**config.mk**
```make
export PLATFORM = sky130hd
export DESIGN_NAME = chte_queue
export DESIGN_NICKNAME = d
export VERILOG_FILES = /design/src/chte_pkg.sv /design/src/chte_queue.sv
export SDC_FILE = /design/constraint.sdc
export NUM_CORES = 1
export LEC_CHECK = 0
export CORE_ASPECT_RATIO = 0.8
export CORE_MARGIN = 2
export CORE_UTILIZATION = 45
export CTS_BUF_LIST = sky130_fd_sc_hd__clkbuf_8
export CTS_CLUSTER_DIAMETER = 80
export DETAILED_ROUTE_END_ITERATION = 8
export DONT_BUFFER_PORTS = 1
export RECOVER_POWER = 100
export SKIP_LAST_GASP = 1
export SLEW_MARGIN = 25
export SYNTH_ARGS = -nofsm -noshare
export SYNTH_HDL_FRONTEND = slang
export SYNTH_SLANG_ARGS = --single-unit
```
**constraint.sdc**
```tcl
create_clock -name clk -period 1.9 [get_ports clk]
set_input_delay 0.38 -clock clk [delete_from_list [all_inputs] [get_ports clk]]
set_output_delay 0.38 -clock clk [all_outputs]
set_load 0.005 [all_outputs]
```
**src/chte_pkg.sv**
```systemverilog
// Shared constants of the hash table engine.
// No dependencies.
`timescale 1ns / 1ps
`default_nettype none
package chte_pkg;
    localparam int NUM_BUCKETS_DEF = 1009;
    localparam int POOL_DEPTH_DEF  = 4096;
    localparam int VALUE_BITS_DEF  = 16;
    localparam int KEY_W    = 32;
    localparam int CMD_W    = 2;
    localparam int STATUS_W = 2;
    localparam int VOUT_W   = 16;
    localparam int COUNT_W  = 13;
    localparam int COLL_W   = 32;

    localparam logic [CMD_W-1:0] CMD_INSERT = 2'd0;
    localparam logic [CMD_W-1:0] CMD_LOOKUP = 2'd1;
    localparam logic [CMD_W-1:0] CMD_DELETE = 2'd2;

    localparam logic [STATUS_W-1:0] ST_OK   = 2'd0;
    localparam logic [STATUS_W-1:0] ST_MISS = 2'd1;
    localparam logic [STATUS_W-1:0] ST_FULL = 2'd2;
endpackage
`default_nettype wire

```
**src/chte_queue.sv**
```systemverilog
// Two-entry queue between the front end and the table engine.
// Depends on chte_pkg.
`timescale 1ns / 1ps
`default_nettype none
module chte_queue
    import chte_pkg::*;
#(
    parameter int W = 8
)(
    input  wire logic         clk,
    input  wire logic         rst_n,
    input  wire logic         in_valid,
    output logic              in_ready,
    input  wire logic [W-1:0] in_data,
    output logic              out_valid,
    input  wire logic         out_ready,
    output logic [W-1:0]      out_data
);
    logic [W-1:0] mem_reg [2];
    logic         wp_reg, rp_reg;
    logic [1:0]   cnt_reg;
    logic         push, pop;

    assign in_ready  = cnt_reg != 2'd2;
    assign out_valid = cnt_reg != 2'd0;
    assign out_data  = mem_reg[rp_reg];
    assign push = in_valid && in_ready;
    assign pop  = out_valid && out_ready;

    always_ff @(posedge clk or negedge rst_n)
    begin
        if (!rst_n)
        begin
            wp_reg  <= 1'b0;
            rp_reg  <= 1'b0;
            cnt_reg <= '0;
        end
        else
        begin
            if (push) wp_reg <= !wp_reg;
            if (pop)  rp_reg <= !rp_reg;
            cnt_reg <= 2'(cnt_reg + {1'b0, push} - {1'b0, pop});
        end
    end

    always_ff @(posedge clk)
    begin
        if (push)
            mem_reg[wp_reg] <= in_data;
    end
endmodule
`default_nettype wire

```
=== After elaboration in Yosys (flattened, before gate mapping) ===
Memories as Yosys holds them, arrays and structs flattened.
Cells that the tools add are included.
W data, S select, Z words.

* Muxes and demuxes: 2
* Reductions and logical operators: 5
* Equality and inequality tests: 1
* Add/sub/neg operators: 2

{| class="wikitable"
|+ Operators by type and width
! operator !! number
|-
| $add A2 B1 Y2 || 1
|-
| $logic_and A1 B1 Y1 || 2
|-
| $logic_not A1 Y1 || 2
|-
| $mux W1 || 2
|-
| $ne A2 B2 Y1 const B || 1
|-
| $reduce_bool A2 Y1 || 1
|-
| $sub A2 B1 Y2 || 1
|}

* Memory bits (writable): 16
* Logic and storage cells: 14
* Memories: 1
* Flip-flop bits (word level): 4
* Input bits: 12

{| class="wikitable"
|+ Memory list
! name !! depth !! width !! rd ports !! clocked after memory_dff !! wr ports !! line !! text
|-
| mem_reg || 2 || 8 || 1 || 0 || 1 || chte_queue.sv:19 || <nowiki>logic [W-1:0] mem_reg [2];</nowiki>
|}

=== Longest topological paths before layout ===
* Word-level depth: 4
* Gate-level depth with buffers: 5

=== Least setup slack after synthesis ===
Ideal clock, no wire load.

* Kind: reg-to-reg
* Start point: register cnt_reg[0]
* End point: memory mem_reg[0][0] (enable)
* Arrival time: 1024 ps
* Path buffers: 0
* Path slack: 506 ps
* Clock period less this slack: 1394 ps
* Stages on the path, launching flop included: 4
* Cells stage by stage: dfrtp_1 > nand2b_1 > nand2_1 > nor2_1

* Longest elaborated chain between the ends: 4

{| class="wikitable"
|+ RTL lines
! element !! line !! text
|-
| from (decl) || chte_queue.sv:21 || <nowiki>logic [1:0] cnt_reg;</nowiki>
|-
| from (signal assigned) || chte_queue.sv:42 || <nowiki>cnt_reg <= 2'(cnt_reg + {1'b0, push} - {1'b0, pop});</nowiki>
|-
| $ne A2 B2 Y1 || chte_queue.sv:24 || <nowiki>assign in_ready = cnt_reg != 2'd2;</nowiki>
|-
| net in_ready || chte_queue.sv:13 || <nowiki>output logic in_ready,</nowiki>
|-
| $logic_and A1 B1 Y1 || chte_queue.sv:27 || <nowiki>assign push = in_valid && in_ready;</nowiki>
|-
| $mux W1 || chte_queue.sv:48 || <nowiki>if (push)</nowiki>
|-
| $mux W1 (not written as such) || chte_queue.sv:49 || <nowiki>mem_reg[wp_reg] <= in_data;</nowiki>
|-
| to (decl) || chte_queue.sv:19 ||
|}

The timed path passes the listed nets, and every way through them passes these cells.

=== Worst setup path after layout ===
* Start point: register rp_reg
* End point: output port out_data[0]

* Longest elaborated chain between the ends: 1

{| class="wikitable"
|+ RTL lines
! element !! line !! text
|-
| from (decl) || chte_queue.sv:20 || <nowiki>logic wp_reg, rp_reg;</nowiki>
|-
| from (signal assigned) || chte_queue.sv:41 || <nowiki>if (pop) rp_reg <= !rp_reg;</nowiki>
|-
| $mem_v2 Z2 W8 || - ||
|-
| to (decl) || chte_queue.sv:17 || <nowiki>output logic [W-1:0] out_data</nowiki>
|}

Every way passes these cells.

==> summary.md <==
| Metric | Value |
|---|---|
| Status | complete, no violations |
| CP Capture Type | primary output |
| H-Tree Depth | 1 |
| Number of global-route vias before repair | roughly 420 |
| Overflow after GRT | 0 |
| Total power | ~1.3 mW |
| Delay-heaviest family, CP | flip-flops |
| R2r setup slk | about 0.35 ns |
| Setup TNS | 0 ns |
| Initial Utilization | 0.488 |
| Layout cells sized above 1 | 0.0962 |
| CTS clk-pin slew, worst paths | about 0.07 ns |
| Clock Path Buffers | 2 |
| Post-CTS resize count | 0 |
| Syn nets | 60 |
| Crit-path max FO | 9 |
| Sequential fraction of the synthesis area | 0.717 |
| Via density | approximately 5.3 |
| Slew Limit Fails | 0 |
| Die height | 41.9 um |
| Clock Latency Late Sink | ~0.25 ns |
| DIE AREA | ~0.0022 mm^2 |
| Min Hold Slack | ~0.22 ns |
| First-pass iteration count of the detailed router | 2 |
| Post-synthesis instance total | 47 |
| P_leak | about 0.31 nW |
| N_diodes | 0 |
| # nets final | 66 |
| Overall Global Routing Usage | 0.121 |
| Core area | 0.00166 mm^2 |
| RSZ-0062 raised after global routing | no |
| Post-CTS setup buffers | 0 |
| CTS root buf | clkbuf_8 |
| Synth Warn # | 0 |
| Yosys cell types | 17 |
| Final wirelength | 1180 um |
| Cts hold-fix bufs | 1 |
| Number of buffers added on ports | 0 |
| First-pass GRT wire length | ~1900 um |
| Clock skew | 0.00440 ns |
| Area growth, synth to finish | 10.0% |
| Worst Max-Slew Pin Slew | between 0.4 and 0.5 ns |
| CTS tree | built |
| FILL cells | around 150 |
| Final hold vios | 0 |
| DRC errors left | 0 |
| WP buf/inv | 0 |
| CP max stage cell | dfrtp_1 |
| Worst hold start | in_data[0] |
| DIE WIDTH | approximately 51 um |
| Crit-path cells | mux2_1 |
| Post-synth top area share | 0.594 |
| Starting DRT DRC Count | 3 |
| Worst vdd ir | between 0.7 and 0.8 mV |
| Hold depth | 0 |
| Worst r2r path cells | 4 |
| Final setup vio count | 0 |
| Clock sink count | 20 |
| Mean Syn Cell Area | ~17 um^2 |
| Crit start category | flop |
| CTS buffer count | 3 |
| GPL Wtd Cong | approximately 0.73 |
| R2r endpoint | mem_reg[0][3] |
| Crit path DAT | around 1.2 ns |
| Hold Path Class | in -> reg |
| DP Wirelength | roughly 890 um |
| Worst path max stage delay | around 0.57 ns |
| # IOs | 22 |
| Critical R2R Launch | cnt_reg[0] |
| Largest net degree at the start of global routing | 12 |
| Synth area leaders | edfxtp_1 59%, dfrtp_1 12%, mux2_2 11%, xnor2_1 3.2%, nor4bb_2 2.0% |
| Rel. slew slack | 0.699 |
| Min Tclk post-route | 1.60 ns |
| Initial antenna violation count | 0 |
| Post-synth top area cell | edfxtp_1 |
| Pwr Density | 1450 mW/mm^2 |
| Post-synthesis register bit count | 20 |
| Critical Path RT | 1.52 ns |
| ANT nets after route | 0 |
| Avg WL per Cell | 15.9 um |
| Hold endpoint | mem_reg[1][0] |
| Peak Freq | approximately 620 MHz |
| Tcrit/Tclk final | 0.843 |
| Vias | roughly 390 |
| Crit Path Class | reg -> out |
| Max_cap viols | 0 |
| Synth Cell Area | between 800 and 900 um^2 |
| Row Count | 13 |
| Max reg flops | 16 |
==> where the power goes <==
part	switching, mW	internal (mW)	leakage [nW]
clock	0.121	0.143	0.0231
sequential	0.0989	0.613	0.196
combinational	0.159	0.157	0.0933
total	0.379	0.913	0.312
==> synth_stat cells <==
master     n
nand2_1    2
nor2_1     3
buf_2      1
nor4bb_2   1
and3_1     1
nand3_1    1
dfrtp_1    4
nand2b_1   1
mux2_2     8
edfxtp_1  16
ha_1       1
nor2b_1    1
xnor2_1    3
o21ba_1    1
a311oi_2   1
o21ai_0    1
or2_1      1
==> final cells by class <==
class | count | area, um^2 | share of cell area
clock buffers | 3 | 41.3 | 0.0463
multi-input cells | 26 | 224 | 0.251
repair buffers | 2 | 13.8 | 0.0154
flip-flops and latches | 20 | 581 | 0.652
clock inverters | 1 | 3.75 | 0.00421
well taps | 22 | 27.5 | 0.0309
==> per-stage QoR <==
stage               cell area (um^2)  utilization  std cells  setup slack [ns]
global route                     891        0.537         74             0.197
finish                           891        0.537         74             0.299
global placement                 840        0.506         69             0.562
detailed placement               840        0.506         69             0.495
floorplan                        810            -         47             0.506
CTS                              895        0.539         74             0.283
==> layout by cell type (no fill, tap or decap), drive strengths merged <==
master and instances:
a311oi 1, and3 1, clkbuf 4, clkinv 1
dfrtp 4, dlygate4sd3 1, edfxtp 16, ha 1
mux2 8, nand2 2, nand2b 1, nand3 1
nor2 3, nor2b 1, nor4bb 1, o21ai 1
o21ba 1, or2 1, xnor2 3
==> how the worst max path moves through the flow <==
| stage | start | to | cells past startpoint |
|---|---|---|---|
| 2_1_floorplan | cnt_reg[0] | mem_reg[0][0] | 3 |
| 4_1_cts | rp_reg | out_data[0] | 1 |
| 3_3_place_gp | cnt_reg[0] | mem_reg[1][7] | 2 |
| 5_1_grt | cnt_reg[0] | mem_reg[0][1] | 4 |
| 6_report | rp_reg | out_data[0] | 1 |
| 3_5_place_dp | cnt_reg[0] | mem_reg[1][7] | 2 |
==> kinds of logic after synthesis <==
logic type / Yosys count / share of synthesized area
mux: 8 / 0.111
compound gates: 3 / 0.0371
fa+ha+maj: 1 / 0.0155
simple gates: 11 / 0.0804
xor+xnor: 3 / 0.0325
buf+inv: 1 / 0.00618
flops: 20 / 0.717
==> routing by layer <==
layer / vias to the layer above / GRT usage / share of wire
li1: 184 / - / -
met1: 192 / 0.138 / 0.41
met2: 17 / 0.205 / 0.51
met3: 0 / 0.0540 / 0.077
met4: 0 / 0.0316 / 0
met5: - / 0 / 0
Note: power is estimated with default switching activity, not from simulation.
