<file path="config.mk">
export PLATFORM = sky130hd
export DESIGN_NAME = chte_front
export DESIGN_NICKNAME = d
export VERILOG_FILES = /design/src/chte_pkg.sv /design/src/chte_front.sv
export SDC_FILE = /design/constraint.sdc
export NUM_CORES = 1
export LEC_CHECK = 0
export BUFFER_PORTS_ARGS = -buffer_cell sky130_fd_sc_hd__buf_2
export CAP_MARGIN = 15
export CORE_ASPECT_RATIO = 0.5
export CORE_UTILIZATION = 50
export DETAILED_ROUTE_END_ITERATION = 6
export GPL_ROUTABILITY_DRIVEN = 1
export HOLD_SLACK_MARGIN = 0.05
export PLACE_DENSITY = 0.77
export SYNTH_ARGS = -nofsm -noshare
export SYNTH_HDL_FRONTEND = slang
export SYNTH_SLANG_ARGS = --single-unit
</file>
<file path="constraint.sdc">
create_clock -name clk -period 7.7 [get_ports clk]
set_input_delay 0.77 -clock clk [delete_from_list [all_inputs] [get_ports clk]]
set_output_delay 0.77 -clock clk [all_outputs]
set_load 0.005 [all_outputs]
</file>
<file path="src/chte_pkg.sv">
// Shared constants of the hash table engine.
// No dependencies.
`timescale 1ns / 1ps
`default_nettype none
package chte_pkg;
    localparam int NUM_BUCKETS_DEF = 1009;
    localparam int POOL_DEPTH_DEF  = 4096;
    localparam int VALUE_BITS_DEF  = 16;
    localparam int KEY_W    = 32;
    localparam int CMD_W    = 2;
    localparam int STATUS_W = 2;
    localparam int VOUT_W   = 16;
    localparam int COUNT_W  = 13;
    localparam int COLL_W   = 32;

    localparam logic [CMD_W-1:0] CMD_INSERT = 2'd0;
    localparam logic [CMD_W-1:0] CMD_LOOKUP = 2'd1;
    localparam logic [CMD_W-1:0] CMD_DELETE = 2'd2;

    localparam logic [STATUS_W-1:0] ST_OK   = 2'd0;
    localparam logic [STATUS_W-1:0] ST_MISS = 2'd1;
    localparam logic [STATUS_W-1:0] ST_FULL = 2'd2;
endpackage
`default_nettype wire

</file>
<file path="src/chte_front.sv">
// Front end: accepts request beats and reduces the key to a bucket index by reciprocal
// multiplication. Depends on chte_pkg.
`timescale 1ns / 1ps
`default_nettype none
module chte_front
    import chte_pkg::*;
#(
    parameter int NUM_BUCKETS = NUM_BUCKETS_DEF,
    parameter int VALUE_BITS  = VALUE_BITS_DEF,
    parameter int BKT_W       = $clog2(NUM_BUCKETS)
)(
    input  wire logic                   clk,
    input  wire logic                   rst_n,
    input  wire logic                   valid,
    output logic                        ready,
    input  wire logic [CMD_W-1:0]       cmd,
    input  wire logic [KEY_W-1:0]       key,
    input  wire logic [15:0]            value_in,
    output logic                        q_valid,
    input  wire logic                   q_ready,
    output logic [CMD_W-1:0]            q_cmd,
    output logic [KEY_W-1:0]            q_key,
    output logic [VALUE_BITS-1:0]       q_value,
    output logic [BKT_W-1:0]            q_bucket
);
    localparam logic [BKT_W:0] NB = (BKT_W+1)'(NUM_BUCKETS);
    localparam int SH = KEY_W + BKT_W;
    localparam logic [63:0] RECIP_FULL = (64'd1 << SH) / 64'(NUM_BUCKETS);
    localparam logic [KEY_W:0] RECIP = (KEY_W+1)'(RECIP_FULL);

    // The quotient estimate floor(key * RECIP / 2^SH) is at most one below the
    // true quotient, so the first remainder is below twice the bucket count and
    // one compare and subtract finishes the reduction.
    logic                  busy_reg, busy_next;
    logic                  step_reg, step_next;
    logic [KEY_W-1:0]      quo_reg, quo_next;
    logic [BKT_W:0]        rem_reg, rem_next;
    logic [CMD_W-1:0]      cmd_reg;
    logic [KEY_W-1:0]      key_reg;
    logic [VALUE_BITS-1:0] val_reg;
    logic                  done_reg, done_next;
    logic [2*KEY_W:0]      prod;
    logic [KEY_W-1:0]      qd;
    logic [KEY_W-1:0]      diff;

    assign ready = !busy_reg && !done_reg;
    assign prod  = (2*KEY_W+1)'(key_reg) * (2*KEY_W+1)'(RECIP);
    assign qd    = KEY_W'(quo_reg * KEY_W'(NUM_BUCKETS));
    assign diff  = key_reg - qd;

    always_comb
    begin
        busy_next = busy_reg;
        step_next = step_reg;
        quo_next  = quo_reg;
        rem_next  = rem_reg;
        done_next = done_reg;
        if (valid && ready)
        begin
            busy_next = 1'b1;
            step_next = 1'b0;
        end
        else if (busy_reg)
        begin
            if (!step_reg)
            begin
                quo_next  = KEY_W'(prod >> SH);
                step_next = 1'b1;
            end
            else
            begin
                rem_next  = (BKT_W+1)'(diff);
                busy_next = 1'b0;
                done_next = 1'b1;
            end
        end
        else if (done_reg && q_ready)
            done_next = 1'b0;
    end

    always_ff @(posedge clk or negedge rst_n)
    begin
        if (!rst_n)
        begin
            busy_reg <= 1'b0;
            done_reg <= 1'b0;
            step_reg <= 1'b0;
            quo_reg  <= '0;
            rem_reg  <= '0;
        end
        else
        begin
            busy_reg <= busy_next;
            done_reg <= done_next;
            step_reg <= step_next;
            quo_reg  <= quo_next;
            rem_reg  <= rem_next;
        end
    end

    always_ff @(posedge clk)
    begin
        if (valid && ready)
        begin
            cmd_reg <= cmd;
            key_reg <= key;
            val_reg <= VALUE_BITS'({{(VALUE_BITS > 16 ? VALUE_BITS-16 : 1){1'b0}}, value_in});
        end
    end

    assign q_valid  = done_reg;
    assign q_cmd    = cmd_reg;
    assign q_key    = key_reg;
    assign q_value  = val_reg;
    assign q_bucket = (rem_reg >= NB) ? BKT_W'(rem_reg - NB) : rem_reg[BKT_W-1:0];
endmodule
`default_nettype wire

</file>
# [Word-level counts from Yosys, hierarchy flattened]
# Cells that the tools add are included.
[op_classes] n_mux=9 order_cmp=1 addsub=2 n_eq_ne=1 n_reduce_logical=10 n_mul=2 n_bitwise=2
[op_table] op="32-bit by 31-bit multiplier with 63-bit output (second input constant)" count=1
[op_table] op="23-bit by 10-bit multiplier with 11-bit output (second input constant)" count=1
[op_table] op="11-bit by 10-bit greater-or-equal comparator with 1-bit output (second input constant)" count=1
[op_table] op="11-bit subtractor" count=1
[op_table] op="10-bit 2-to-1 mux" count=1
[op_table] op="10-bit subtractor (second input constant)" count=1
[op_table] op="3-bit AND reduction" count=3
[op_table] op="1-bit 2-to-1 mux" count=8
[op_table] op="2-bit nonzero test" count=2
[op_table] op="1-bit logical AND" count=3
[op_table] op="1-bit logical NOT" count=2
[op_table] op="2-bit by 1-bit != test with 1-bit output (second input constant)" count=1
[op_table] op="1-bit NOT" count=2
[totals] register_bits=87 wordCells=35

# [Depth between registers and ports, before layout]
# Gate-level depths: netlist of the first run.
[depth] depth_word=5 ltp_mapped=24 mapped_depth_nobuf=24

# [Worst setup path before layout of the first run]
# No wires, ideal clock.
[synth_path] kind="register to register" startpoint="register key_reg[18] (netlist: q_key[18])" endpoint="register quo_reg[10]" path_stages_with_launch=21 required_time_ps=7567 setup_slack_ps=1471 arrival_time_ps=6096 path_buffers=0 path_cell_list="edfxtp_1 -> ha_1 -> inv_1 -> fa_1 -> fa_1 -> inv_1 -> fa_1 -> fa_1 -> fa_1 -> fa_1 -> ha_1 -> ha_1 -> and4_1 -> nor3b_1 -> o31a_1 -> o21ai_1 -> o211ai_2 -> and4_4 -> o311ai_4 -> and3_1 -> o31ai_2"
[synth_via] elab_chain_len=1
[synth_rtl] element="start: declaration" line="chte_front.sv:39" rtl="logic [KEY_W-1:0] key_reg;"
[synth_rtl] element="start signal: assignment" line="chte_front.sv:106" rtl="key_reg <= key;"
[synth_rtl] element="32-bit by 31-bit multiplier with 63-bit output" line="chte_front.sv:47" rtl="assign prod = (2*KEY_W+1)'(key_reg) * (2*KEY_W+1)'(RECIP);"
[synth_rtl] element="end signal: assignment" line="chte_front.sv:96" rtl="quo_reg <= quo_next;"
[synth_rtl] element="end: declaration" line="chte_front.sv:36" rtl="logic [KEY_W-1:0] quo_reg, quo_next;"
# Every way passes these cells.
# A chain may end at the register's enable or synchronous reset.

# [Final worst setup path of the first run]
[layout_path] startpoint="register key_reg[15] (netlist: q_key[15])" endpoint="register quo_reg[0]"
# The elaborated chain is that of the path after synthesis.

==> results of run 1 <==
-- cell type report --
type / instances / area (sq um)
timing repair buffer: 125 / 651
clock inverter: 6 / 88.8
clock buffer: 10 / 229
antenna: 1 / 2.50
sequential: 75 / 2130
inverter: 517 / 1940
fill: 2708 / 14100
tap: 432 / 541
multi-input combinational: 922 / 12100
-- routing by layer --
metal,routed length [um],part of all wire,global-route usage
met1,18600,0.44,0.372
met2,18200,0.44,0.412
met3,3980,0.095,0.0765
met4,990,0.024,0.0700
met5,0,0,0
-- per-stage QoR --
step / worst slack (ns) / hold slack (ns) / cells / utilization / area (sq um)
final: 0.286 / 0.412 / 2088 / 0.555 / 17600
after global routing: 0.117 / 0.458 / 2087 / 0.555 / 17600
after detailed placement: 0.271 / 0.491 / 2071 / 0.545 / 17300
after floorplan: 1.47 / 0.443 / 1523 / - / 16200
after global placement: 0.285 / 0.487 / 2071 / 0.545 / 17300
after CTS: 0.226 / 0.419 / 2087 / 0.555 / 17600
-- cells by family after synthesis --
family	share of synthesized area
AND/OR/NAND/NOR	0.0391
multiplexers	0.000696
AO/OA/AOI/OAI	0.0438
adder cells (fa/ha/maj)	0.634
XOR/XNOR	0.0276
buffers and inverters	0.123
flip-flops	0.131
-- final timing paths --
path	startpoint	endpoint	slack, ns	cells past startpoint
max reg2reg	q_key[15]	quo_reg[0]	0.29	18
min reg2reg	quo_reg[9]	quo_reg[9]	0.50	2
min	rst_n	quo_reg[7]	0.41	1
max	q_key[15]	quo_reg[0]	0.29	18
max in group asynchronous	rst_n	rem_reg[3]	6.86	1
min in group clk	quo_reg[9]	quo_reg[9]	0.50	2
-- worst max-delay path, delay by kind of cell (launching register included) --
family	cells	cell delay (ns)
AO/OA/AOI/OAI	4	1.68
flip-flops	1	0.75
buffers and inverters	2	0.19
adder cells (fa/ha/maj)	9	4.04
AND/OR/NAND/NOR	3	0.61
-- cell usage in the layout (no fill, tap or decap), drive strengths merged, types with 3 or more instances in the layout --
master / synthesis / final
dfrtp: 25 / 25
nor3: 4 / 4
fa: 301 / 301
or2: 5 / 5
buf: 5 / 125
xor2: 18 / 18
edfxtp: 50 / 50
nand2b: 6 / 6
xnor2: 33 / 33
clkbuf: 4 / 10
and2: 8 / 8
and3: 4 / 4
nor2: 19 / 19
a21o: 12 / 12
ha: 339 / 339
nand2: 40 / 40
nand4: 6 / 6
a21oi: 28 / 28
nor2b: 4 / 4
or3: 3 / 3
a211o: 3 / 3
o31ai: 5 / 5
nand3: 15 / 15
and4: 5 / 5
a211oi: 3 / 3
inv: 517 / 518
o21ai: 30 / 30
==> results.json, run 1 <==
{
  "synth_largest_area_cell": "sky130_fd_sc_hd__fa_1",
  "min_period_over_period": 0.963,
  "grt_util_all_layers": 0.267,
  "flip_flop_and_latch_count_after_synthesis": 75,
  "design.final.nets": 2344,
  "post_synth_inst_count": 1523,
  "route.detailed.wl_per_inst_um": 20.0,
  "cts_resized": 0,
  "post_synth_instance_area_sq_mm": 0.0162,
  "end_kind": "flop",
  "maxClockFrequency_ghz": 0.135,
  "cts_max_level": 3,
  "crit_required_ns": 7.95,
  "ys.warnings.count": 0,
  "detailed_routing_iteration_count_for_the_pre_antenna_repair_pass": 5,
  "final_antenna_net_count": 0,
  "place_congestion": 1.02,
  "initial_core_util": 0.509,
  "synthesis.area_per_instance_sq_um": 10.6,
  "clk_pin_slew_ns": 0.06,
  "worstPathCellList": "ha_1, inv_1, fa_1, fa_1, inv_1, fa_1, fa_1, fa_1, fa_1, ha_1, ha_1, and4_1, nand4_1, a2111oi_1, o311ai_1, a21boi_0, o2111ai_1, nor3b_1",
  "longest_individual_stage_delay_on_the_worst_path_ns": 0.79,
  "tritoncts.num_buffers": 9,
  "cp_slowest_cell": "sky130_fd_sc_hd__a2111oi_1",
  "synth-main-ff-cell": "sky130_fd_sc_hd__edfxtp_1",
  "yosys.area.top_type_share": 0.372,
  "die_area_sq_mm": 0.0331,
  "cts_hold_buffers": 0,
  "maxCapViolCount": 0,
  "worst-path-max-fanout": 8,
  "ys_types": 56,
  "startpoint_type": "flop",
  "grt_first_pass_wirelength_um": 65200,
  "synth-async-reset-ratio": 0.333,
  "die_height_um": 129,
  "postRouteWirelength_um": 41700,
  "post_route_cells_drive_above_1_share": 0.0949,
  "synth.yosys.seq_area_share": 0.131,
  "hold_path.class": "primary input to asynchronous set/reset pin",
  "ys_top_cells_by_area": "sky130_fd_sc_hd__fa_1, sky130_fd_sc_hd__ha_1, sky130_fd_sc_hd__inv_1",
  "cts_buffer_depth": 2,
  "mappedNetlistNets": 2217,
  "final.setup_skew_ns": 0.0126,
  "grt_start_max_net_pins": 31,
  "cts.repair_timing.setup_buffer_count": 0,
  "largest_register_ff_count": 32,
  "setup_viol": 0,
  "grt_pass1_vias": 11462,
  "synthToLayoutAreaGrowth_pct": 9.02,
  "synth_most_common_cell": "sky130_fd_sc_hd__inv_1",
  "drt_drc_violations_left": 0,
  "floorplan.rows": 46,
  "rsz_0062_raised_after_global_routing": "false",
  "worst-endpoint-arrival_ns": 7.67,
  "crit_path_frequent_cell": "sky130_fd_sc_hd__fa_1",
  "tritoncts": "yes",
  "floorplan.die.width_um": 256,
  "worstSetupPathType": "flop to flop",
  "synth_edf_count": 50,
  "fin_setup_tns_ns": 0,
  "core_area_sq_mm": 0.0318,
  "cts.root.buffer_cell": "sky130_fd_sc_hd__clkbuf_16",
  "insertion_delay_ns": 0.37,
  "pin_count": 116,
  "drt-initial-drc-count": 657,
  "worst_pin_slew_ns": 0.944,
  "port-buffer-count": 115,
  "route.vias.total": 10640,
  "timing_max_transition_violations_final": 0,
  "place.detailed.hpwl_um": 36900,
  "fin_crit_ns": 7.41,
  "overflow": 0,
  "max_slew_margin": 0.369,
  "status": "completed",
  "synthTopCellsByCount": "sky130_fd_sc_hd__inv_1, sky130_fd_sc_hd__ha_1, sky130_fd_sc_hd__fa_1, sky130_fd_sc_hd__edfxtp_1, sky130_fd_sc_hd__nand2_1",
  "finalHoldViolations": 0,
  "initial_antenna_violation_count": 0,
  "numClockSinks": 75,
  "post_drt_via_cell_ratio": 5.10
}
Power of run 1 is not shown: default switching activity piles up to over one toggle a cycle in this logic, so the estimate is an artifact.
==> run 2: changes to the inputs <==
- CORE_UTILIZATION: 50 -> 28
- PLACE_DENSITY: 0.77 -> 0.52
==> run 2 against run 1 <==
Net effect:
- die area is 78% higher
- final cell count is 16% higher
- first-iteration DRC count is 28% lower
- setup slack better by 0.27 ns
- via count is 2.4% lower
- final area is 2.4% higher
- critical path type unchanged
- sequential share of layout area is 0.28 points lower
- worst hold slack worse by 0.0029 ns
- maximum frequency is 3.8% higher
- count of clock-buffer cells in the layout is 1 lower
==> results.json, run 2 (same netlist as run 1, synthesis figures left out) <==
{
  "status": "completed",
  "ff2ff_setup_slack_ns": 0.56,
  "startpoint_type": "flop",
  "worstSetupPathType": "flop to flop",
  "detailed_routing_iteration_count_for_the_pre_antenna_repair_pass": 5,
  "post_drt_via_cell_ratio": 4.29,
  "cts_buffer_depth": 2,
  "worst-endpoint-arrival_ns": 7.41,
  "combined_area_of_the_multi_input_logic_cells_sq_mm": 0.0121,
  "cts_max_level": 3,
  "worst_pin_slew_ns": 0.773,
  "die_area_sq_mm": 0.0588,
  "drt_drc_violations_left": 0,
  "grt_pass1_vias": 11235,
  "die_height_um": 172,
  "clk_pin_slew_ns": 0.07,
  "maxCapViolCount": 0,
  "setup_viol": 0,
  "route.vias.total": 10384,
  "pin_count": 116,
  "max_slew_margin": 0.485,
  "cpLargestDelayFamily": "adder cells",
  "crit_required_ns": 7.97,
  "route.detailed.wl_per_inst_um": 18.1,
  "synthToLayoutAreaGrowth_pct": 11.6,
  "final_cell_mix": "sky130_fd_sc_hd__inv_1, sky130_fd_sc_hd__ha_1, sky130_fd_sc_hd__fa_1, sky130_fd_sc_hd__buf_2, sky130_fd_sc_hd__edfxtp_1",
  "tritoncts.num_buffers": 9,
  "core_area_sq_mm": 0.0563,
  "drt-initial-drc-count": 475,
  "insertion_delay_ns": 0.38,
  "worstPathCellList": "ha_1, inv_1, fa_1, fa_1, inv_1, fa_1, fa_1, fa_1, fa_1, ha_1, ha_1, and4_1, nand4_1, a2111oi_0, buf_2, a21oi_1, and3_1, a21boi_0, o2111ai_1, nor3b_1",
  "worst-path-max-fanout": 8,
  "cts_resized": 0,
  "floorplan.rows": 61,
  "longest_individual_stage_delay_on_the_worst_path_ns": 0.69,
  "end_kind": "flop",
  "floorplan.die.width_um": 342,
  "maxClockFrequency_ghz": 0.140,
  "cts_hold_buffers": 0,
  "final.setup_skew_ns": 0.0118,
  "fin_crit_ns": 7.14,
  "fillerInstances": 5921,
  "min_period_over_period": 0.928,
  "grt_util_all_layers": 0.157,
  "largest_register_ff_count": 32,
  "critical_path.n_buffers_inverters": 3,
  "timing_max_transition_violations_final": 0,
  "rsz_0062_raised_after_global_routing": "false",
  "grt_first_pass_wirelength_um": 67300,
  "final_antenna_net_count": 0,
  "grt_start_max_net_pins": 38,
  "reg2reg_to": "quo_reg[0]",
  "cts.repair_timing.setup_buffer_count": 0,
  "port-buffer-count": 115,
  "hold_path.class": "primary input to asynchronous set/reset pin",
  "cts.root.buffer_cell": "sky130_fd_sc_hd__clkbuf_16",
  "postRouteWirelength_um": 43900,
  "place_congestion": 0.917,
  "initial_antenna_violation_count": 5,
  "initial_core_util": 0.287,
  "finalHoldViolations": 0,
  "design.final.nets": 2350,
  "place.detailed.hpwl_um": 39300,
  "rr_startpoint": "q_key[18]",
  "rr_worst_depth": 20,
  "post_route_cells_drive_above_1_share": 0.0993,
  "sequential_cell_area_sq_mm": 0.00213,
  "final_core_util": 0.321,
  "cp_slowest_cell": "sky130_fd_sc_hd__edfxtp_1",
  "crit_path_frequent_cell": "sky130_fd_sc_hd__fa_1",
  "overflow": 0,
  "layout.cells.most_common": "sky130_fd_sc_hd__inv_1",
  "tritoncts": "yes",
  "numClockSinks": 75
}
run 2: changes by cell type in the layout (fill, tap and decap cells not counted), moves of 2 or more:
| cell | delta |
|---|---|
| sky130_fd_sc_hd__buf_4 | +5 |
| sky130_fd_sc_hd__bufinv_16 | -2 |
| sky130_fd_sc_hd__inv_8 | +2 |
| sky130_fd_sc_hd__diode_2 | +3 |
run 2: worst register-to-register path: stages (launching register included):
cell and delay, ns:
sky130_fd_sc_hd__edfxtp_1 0.69, sky130_fd_sc_hd__ha_1 0.46, sky130_fd_sc_hd__inv_1 0.10, sky130_fd_sc_hd__fa_1 0.54, sky130_fd_sc_hd__fa_1 0.53, sky130_fd_sc_hd__inv_1 0.06
sky130_fd_sc_hd__fa_1 0.54, sky130_fd_sc_hd__fa_1 0.44, sky130_fd_sc_hd__fa_1 0.51, sky130_fd_sc_hd__fa_1 0.49, sky130_fd_sc_hd__ha_1 0.31, sky130_fd_sc_hd__ha_1 0.33
sky130_fd_sc_hd__and4_1 0.24, sky130_fd_sc_hd__nand4_1 0.26, sky130_fd_sc_hd__a2111oi_0 0.42, sky130_fd_sc_hd__buf_2 0.23, sky130_fd_sc_hd__a21oi_1 0.07, sky130_fd_sc_hd__and3_1 0.22
sky130_fd_sc_hd__a21boi_0 0.27, sky130_fd_sc_hd__o2111ai_1 0.13, sky130_fd_sc_hd__nor3b_1 0.18
run 2: worst max-delay path by stage:
stage | startpoint | end | slack, ns | cells past startpoint
2_1_floorplan | q_key[18] | quo_reg[10] | 1.47 | 20
3_3_place_gp | q_key[17] | quo_reg[0] | -0.16 | 18
3_5_place_dp | q_key[17] | quo_reg[0] | 0.63 | 20
4_1_cts | q_key[17] | quo_reg[0] | 0.60 | 20
5_1_grt | q_key[17] | quo_reg[0] | 0.34 | 20
6_report | q_key[18] | quo_reg[0] | 0.56 | 20
run 2: per-layer routing:
metal	share of wire	vias to the layer above	global-route usage
met5	0.00062	-	0
met4	0.024	4	0.0466
met3	0.040	53	0.0257
met2	0.46	169	0.256
met1	0.47	5218	0.213
li1	-	4940	-
run 2: final cells by class:
class,instances,area share
multi-input combinational,922,0.668
clock buffer,9,0.0125
sequential,75,0.118
clock inverter,7,0.00332
tap,756,0.0524
inverter,517,0.107
timing repair buffer,131,0.0384
antenna,4,0.000554
run 2: through the flow:
| stage | area, sq um | setup TNS [ns] | setup slack (ns) | std cells | hold WS [ns] |
|---|---|---|---|---|---|
| finish | 18100 | 0 | 0.556 | 2421 | 0.409 |
| global placement | 17800 | -0.199 | -0.162 | 2400 | 0.494 |
| CTS | 18100 | 0 | 0.599 | 2417 | 0.419 |
| floorplan | 16200 | 0 | 1.47 | 1523 | 0.443 |
| detailed placement | 17800 | 0 | 0.633 | 2401 | 0.508 |
| global route | 18100 | 0 | 0.343 | 2417 | 0.456 |
Power of run 2 is left out for the same reason.
